$ cat src/rtl/core/cll_ram.sv
// Simple dual-port RAM, one write and one registered read port
`default_nettype none

module cll_ram #(
    parameter int WIDTH = 8,
    parameter int DEPTH = 256
) (
    input  wire logic                     clk,
    input  wire logic                     we,
    input  wire logic [$clog2(DEPTH)-1:0] waddr,
    input  wire logic [WIDTH-1:0]         wdata,
    input  wire logic [$clog2(DEPTH)-1:0] raddr,
    output logic      [WIDTH-1:0]         rdata
);

    logic [WIDTH-1:0] mem [DEPTH];
    logic [WIDTH-1:0] rdata_reg;

    always_ff @(posedge clk)
    begin
        if (we)
        begin
            mem[waddr] <= wdata;
        end
    end

    always_ff @(posedge clk)
    begin
        rdata_reg <= mem[raddr];
    end

    assign rdata = rdata_reg;

endmodule

`default_nettype wire

$ cat config.mk
export PLATFORM = sky130hd
export DESIGN_NAME = cll_ram
export DESIGN_NICKNAME = d
export VERILOG_FILES = /design/src/rtl/core/cll_ram.sv
export SDC_FILE = /design/constraint.sdc
export NUM_CORES = 2
export LEC_CHECK = 0
export BUFFER_PORTS_ARGS = -buffer_cell sky130_fd_sc_hd__buf_2
export CAP_MARGIN = 20
export CELL_PAD_IN_SITES_DETAIL_PLACEMENT = 1
export CELL_PAD_IN_SITES_GLOBAL_PLACEMENT = 1
export CORE_MARGIN = 8
export CORE_UTILIZATION = 25
export CTS_CLUSTER_SIZE = 40
export DETAILED_ROUTE_END_ITERATION = 8
export PLACE_DENSITY_LB_ADDON = 0.1
export SYNTH_ARGS = -nofsm -noshare
export SYNTH_HDL_FRONTEND = slang
export SYNTH_SLANG_ARGS = --single-unit
$ cat constraint.sdc
create_clock -name clk -period 7.6 [get_ports clk]
set_clock_uncertainty 0.05 [all_clocks]
set_input_delay 1.52 -clock clk [delete_from_list [all_inputs] [get_ports clk]]
set_output_delay 1.52 -clock clk [all_outputs]
set_load 0.05 [all_outputs]
Word-level counts from Yosys, hierarchy flattened
Memories as Yosys holds them, arrays and structs flattened. A register that Yosys moved wholly into a read port is not among the register bits. Cells that the tools add are included.

Muxes and demuxes: 2.

Operator list (count): $mux 1 (2).

Register bits after elaboration: 0. Bits in writable memories: 2048. Bits of input ports: 26. Output and inout bits: 8. Logic and storage cells: 3. Memories: 1.

Memory list: mem (depth 256, width 8, rd ports 1, clocked after Yosys merged registers in 1, wr ports 1, line 16) `logic [WIDTH-1:0] mem [DEPTH];`.

Logic depth before layout (Yosys ltp)
Word-level depth: 2. Mapped depth: 11. Mapped depth without buffers: 6.

Worst setup path before layout
OpenSTA, ideal clock, no wires.

Kind: input port to flip-flop. From: in raddr[0]. To: reg rdata_reg[2], in the netlist rdata[2] (read register of mem). Setup time: 0.131 ns. Data arrival time: 3.327 ns. Required time: 7.419 ns. Setup slack: 4.092 ns. Cell stages on the path: 9. Path through: buf_6 > buf_12 > buf_8 > buf_2 > mux4_2 > a22oi_1 > a21oi_1 > nor4_1 > nor4_2.

RTL lines: from (decl) (line 12) `input wire logic [$clog2(DEPTH)-1:0] raddr,`; to (decl) (line 17) `logic [WIDTH-1:0] rdata_reg;`.

==> impl_results.md <==
* Status: finished, final reports clean
* Flop2flop setup slack at 4.31 ns
* CP Max Fanout at 33
* Lkg Pwr at 27.7 nW
* Adder-Cell Fraction of Synth Area at 0%
* Fin cells at 8255
* Hold buffer count at CTS at 0
* Vias per cell at 4.60
* Yosys top cell by area: edfxtp_1
* Total CTS buffers at 235
* Launch point of the worst reg-to-reg path: mem[83][5]
* Max frequency at 0.213 GHz
* Number of synthesized flops with an enable pin at 2048
* CTS clk-pin slew, worst paths at 0.06 ns
* Nets at 3908
* Initial core utilization at 25.1%
* Average cell area after synthesis at 21.3 um^2
* Fin crit period at 4.70 ns
* CP Launch Type: primary input
* Fin crit share at 61.8%
* # Max-Cap Violations at 0
* Area Overhead vs Synth at 15.8%
* Vias at 38000
* Slowest CP cell: nor3_1
* CP cell instances: buf_2 > buf_4 > nor2_4 > buf_4 > a22o_1 > a221oi_1 > o32ai_1 > nor3_1 > nor4_1
* CTS tree: yes
* Mapped cell area at 79600 um^2
* Actual slew at the worst max-slew pin at 1.48 ns
* Most used cell, CP: buf_4
* Total gr overflow at 0
* DRT Pass-1 Iters at 6
* Crit Reg-Reg Endpoint: rdata[5]
* CP required at 8.25 ns
* Switch share at 22.5%
* Dpl cells at 7821
* Rel. slew slack at 1.48%
* Switch Pwr at 5.59 mW
* FF+latch count, synth at 2056
* Max Buffers Root-to-Sink at 4
* Drt wl/cell at 30.9 um
* Cell Int Power at 19.3 mW
* Postcts setup bufs at 0
* Hold crit path type: primary input to register
* Largest net degree at the start of global routing at 165
* Die Footprint at 337000 um^2
* Post-synthesis mux area share at 14.6%
* Initial antenna violation count at 15
* Crit path max-delay family: buffers and inverters
* GPL Wtd Cong at 0.715
* Vias in the first global route at 41100
* Skew-Pair Late Insertion Delay at 0.89 ns
* Worst Setup End Kind: register
* CP arrival at 5.35 ns
* Final Hold Fails at 0
* Share of layout cells above drive strength 1 at 23.3%
* Vert. Die Dim at 580 um
* Cell row count at 207
* Setup violations, final at 0
* Synth area leaders: edfxtp_1, mux4_2, mux2i_1
* Slew Limit Fails at 0
* Total Routing Usage GR at 14.7%
* Post-route ant nets at 0
* Global-route wire length before repair at 354000 um
* Root buffer cell: clkbuf_16
* # DRC at 0
* # IOs at 34
* Post-Synth XOR/XNOR Area at 0%
* CP Launch Point: raddr[4]
* Count of different cell masters after synthesis at 55
* Reg power frac at 50.4%
* H-tree depth at 4
* Main combinational cell family by area after synthesis: multiplexers
* Hold path start: wdata[4]
* Critical Path Max Stage Delay at 0.89 ns
* Max reg flops at 2048
* Combinational share of power at 5.1%
* Final TNS setup at 0 ns
* Yosys warning count at 0
* Hold EP: mem[70][4]
* DRT iter0 DRCs at 2996
* Core ar. at 317000 um^2
* WHS Path Cells at 1
* Synth Net Count at 3759
* Power share of the clock group at 44.6%
* Peak VDD IR at 186 uV
* Syn Inst Count at 3733
* Reg2Reg Depth at 6
* DPL Wire Length at 156000 um
* Final WL at 255000 um
* Sequential fraction of the synthesis area at 77.5%
* Pwr/cell area at 270 nW/um^2
* Die X at 580 um
* Primary FF master, synth: edfxtp_1
* WP buf/inv at 3
* Unrepaired setup endpoints after global routing: no
* Number of port buffers at 33
* Fraction of registers with async set/reset at 0%
* Post-CTS Resized at 0
* Simple-gate area share of the yosys netlist at 2.63%
* Clk sinks at 2056
* Post-synth top area share at 77.3%
* Kind of critical path: primary input to register
* Post-synthesis compound-gate area fraction at 3.42%
## worst register-to-register path, cell delays in order (launching register included)
cell and delay (ns):
edfxtp_1 0.37, mux4_2 0.51, a22o_1 0.26, a221oi_1 0.64, o32ai_1 0.24, nor3_1 0.89
nor4_1 0.16
## logic make-up (layout without fill, tap and decap cells)
| kind of cell | count (synthesis) | after routing |
|---|---|---|
| DFF | 2056 | 2056 |
| muxes | 591 | 591 |
| and+or+nand+nor | 466 | 466 |
| AOI/OAI and AO/OA | 385 | 385 |
| buffers and inverters | 235 | 572 |
| other | 0 | 5 |
## cell usage in the layout (no fill, tap or decap), drive strengths merged, types with 22 or more instances in the layout
cell    count
a21oi      96
a22oi     133
o221ai     47
clkinv    101
nor3       22
clkbuf    297
nand3      34
nor2      282
nor4       27
nor2b      31
mux4      456
nand2      33
o22ai      28
edfxtp   2048
mux2i     134
buf       145
## power by group through the flow
stage / sequential, mW / combinational, mW / clock, mW
CTS: 12.5 / 1.31 / 11.4
finish: 12.5 / 1.26 / 11.1
floorplan: 12.8 / 0.607 / 0
global placement: 12.8 / 1.30 / 0
detailed placement: 12.8 / 1.31 / 0
global route: 12.5 / 1.34 / 11.8
## how the worst max path moves through the flow
stage	end	slack, ns	cells after the start
floorplan	rdata[2]	4.09	9
global placement	rdata[6]	1.69	6
detailed placement	rdata[5]	1.99	9
CTS	rdata[7]	2.96	9
global route	rdata[7]	2.83	9
finish	rdata[5]	2.90	9
## layout make-up
| class | instances | area [um^2] |
|---|---|---|
| Antenna cell | 5 | 12.5 |
| Timing Repair Buffer | 145 | 1330 |
| Inverter | 2 | 7.51 |
| Fill cell | 31900 | 225000 |
| Clock inverter | 128 | 1200 |
| Sequential cell | 2056 | 61700 |
| Multi-Input combinational cell | 1442 | 16600 |
| Tap cell | 4180 | 5230 |
| Clock buffer | 297 | 6140 |
## per-layer routing
layer / global-route usage [%] / vias up / share of wire [%]
met5: 0 / - / 0
met4: 3.03 / 0 / 2.0
met3: 1.84 / 291 / 3.2
met2: 24.4 / 640 / 48
met1: 20.8 / 21000 / 47
li1: - / 16000 / -
## through the flow
| step | hold WS, ns | utilization, % | area (um^2) | power (mW) | worst slack (ns) |
|---|---|---|---|---|---|
| 6_report | 1.07 | 29.0 | 92200 | 24.9 | 2.90 |
| 5_1_grt | 1.03 | 29.0 | 92200 | 25.7 | 2.83 |
| 4_1_cts | 0.996 | 29.0 | 92100 | 25.3 | 2.96 |
| 3_5_place_dp | 1.07 | 26.7 | 84800 | 14.1 | 1.99 |
| 3_3_place_gp | 1.14 | 26.7 | 84600 | 14.1 | 1.69 |
| 2_1_floorplan | 0.720 | - | 79600 | 13.4 | 4.09 |
## synth_stat cells, drive strengths merged (27+ instances only)
cell type / instances
mux2i: 134
nor4: 27
nor2b: 31
a22oi: 133
o22ai: 28
o221ai: 47
edfxtp: 2048
a21oi: 96
mux4: 456
nand3: 34
clkbuf: 111
nand2: 33
buf: 122
nor2: 282
Power figures use the tool's default switching activity.
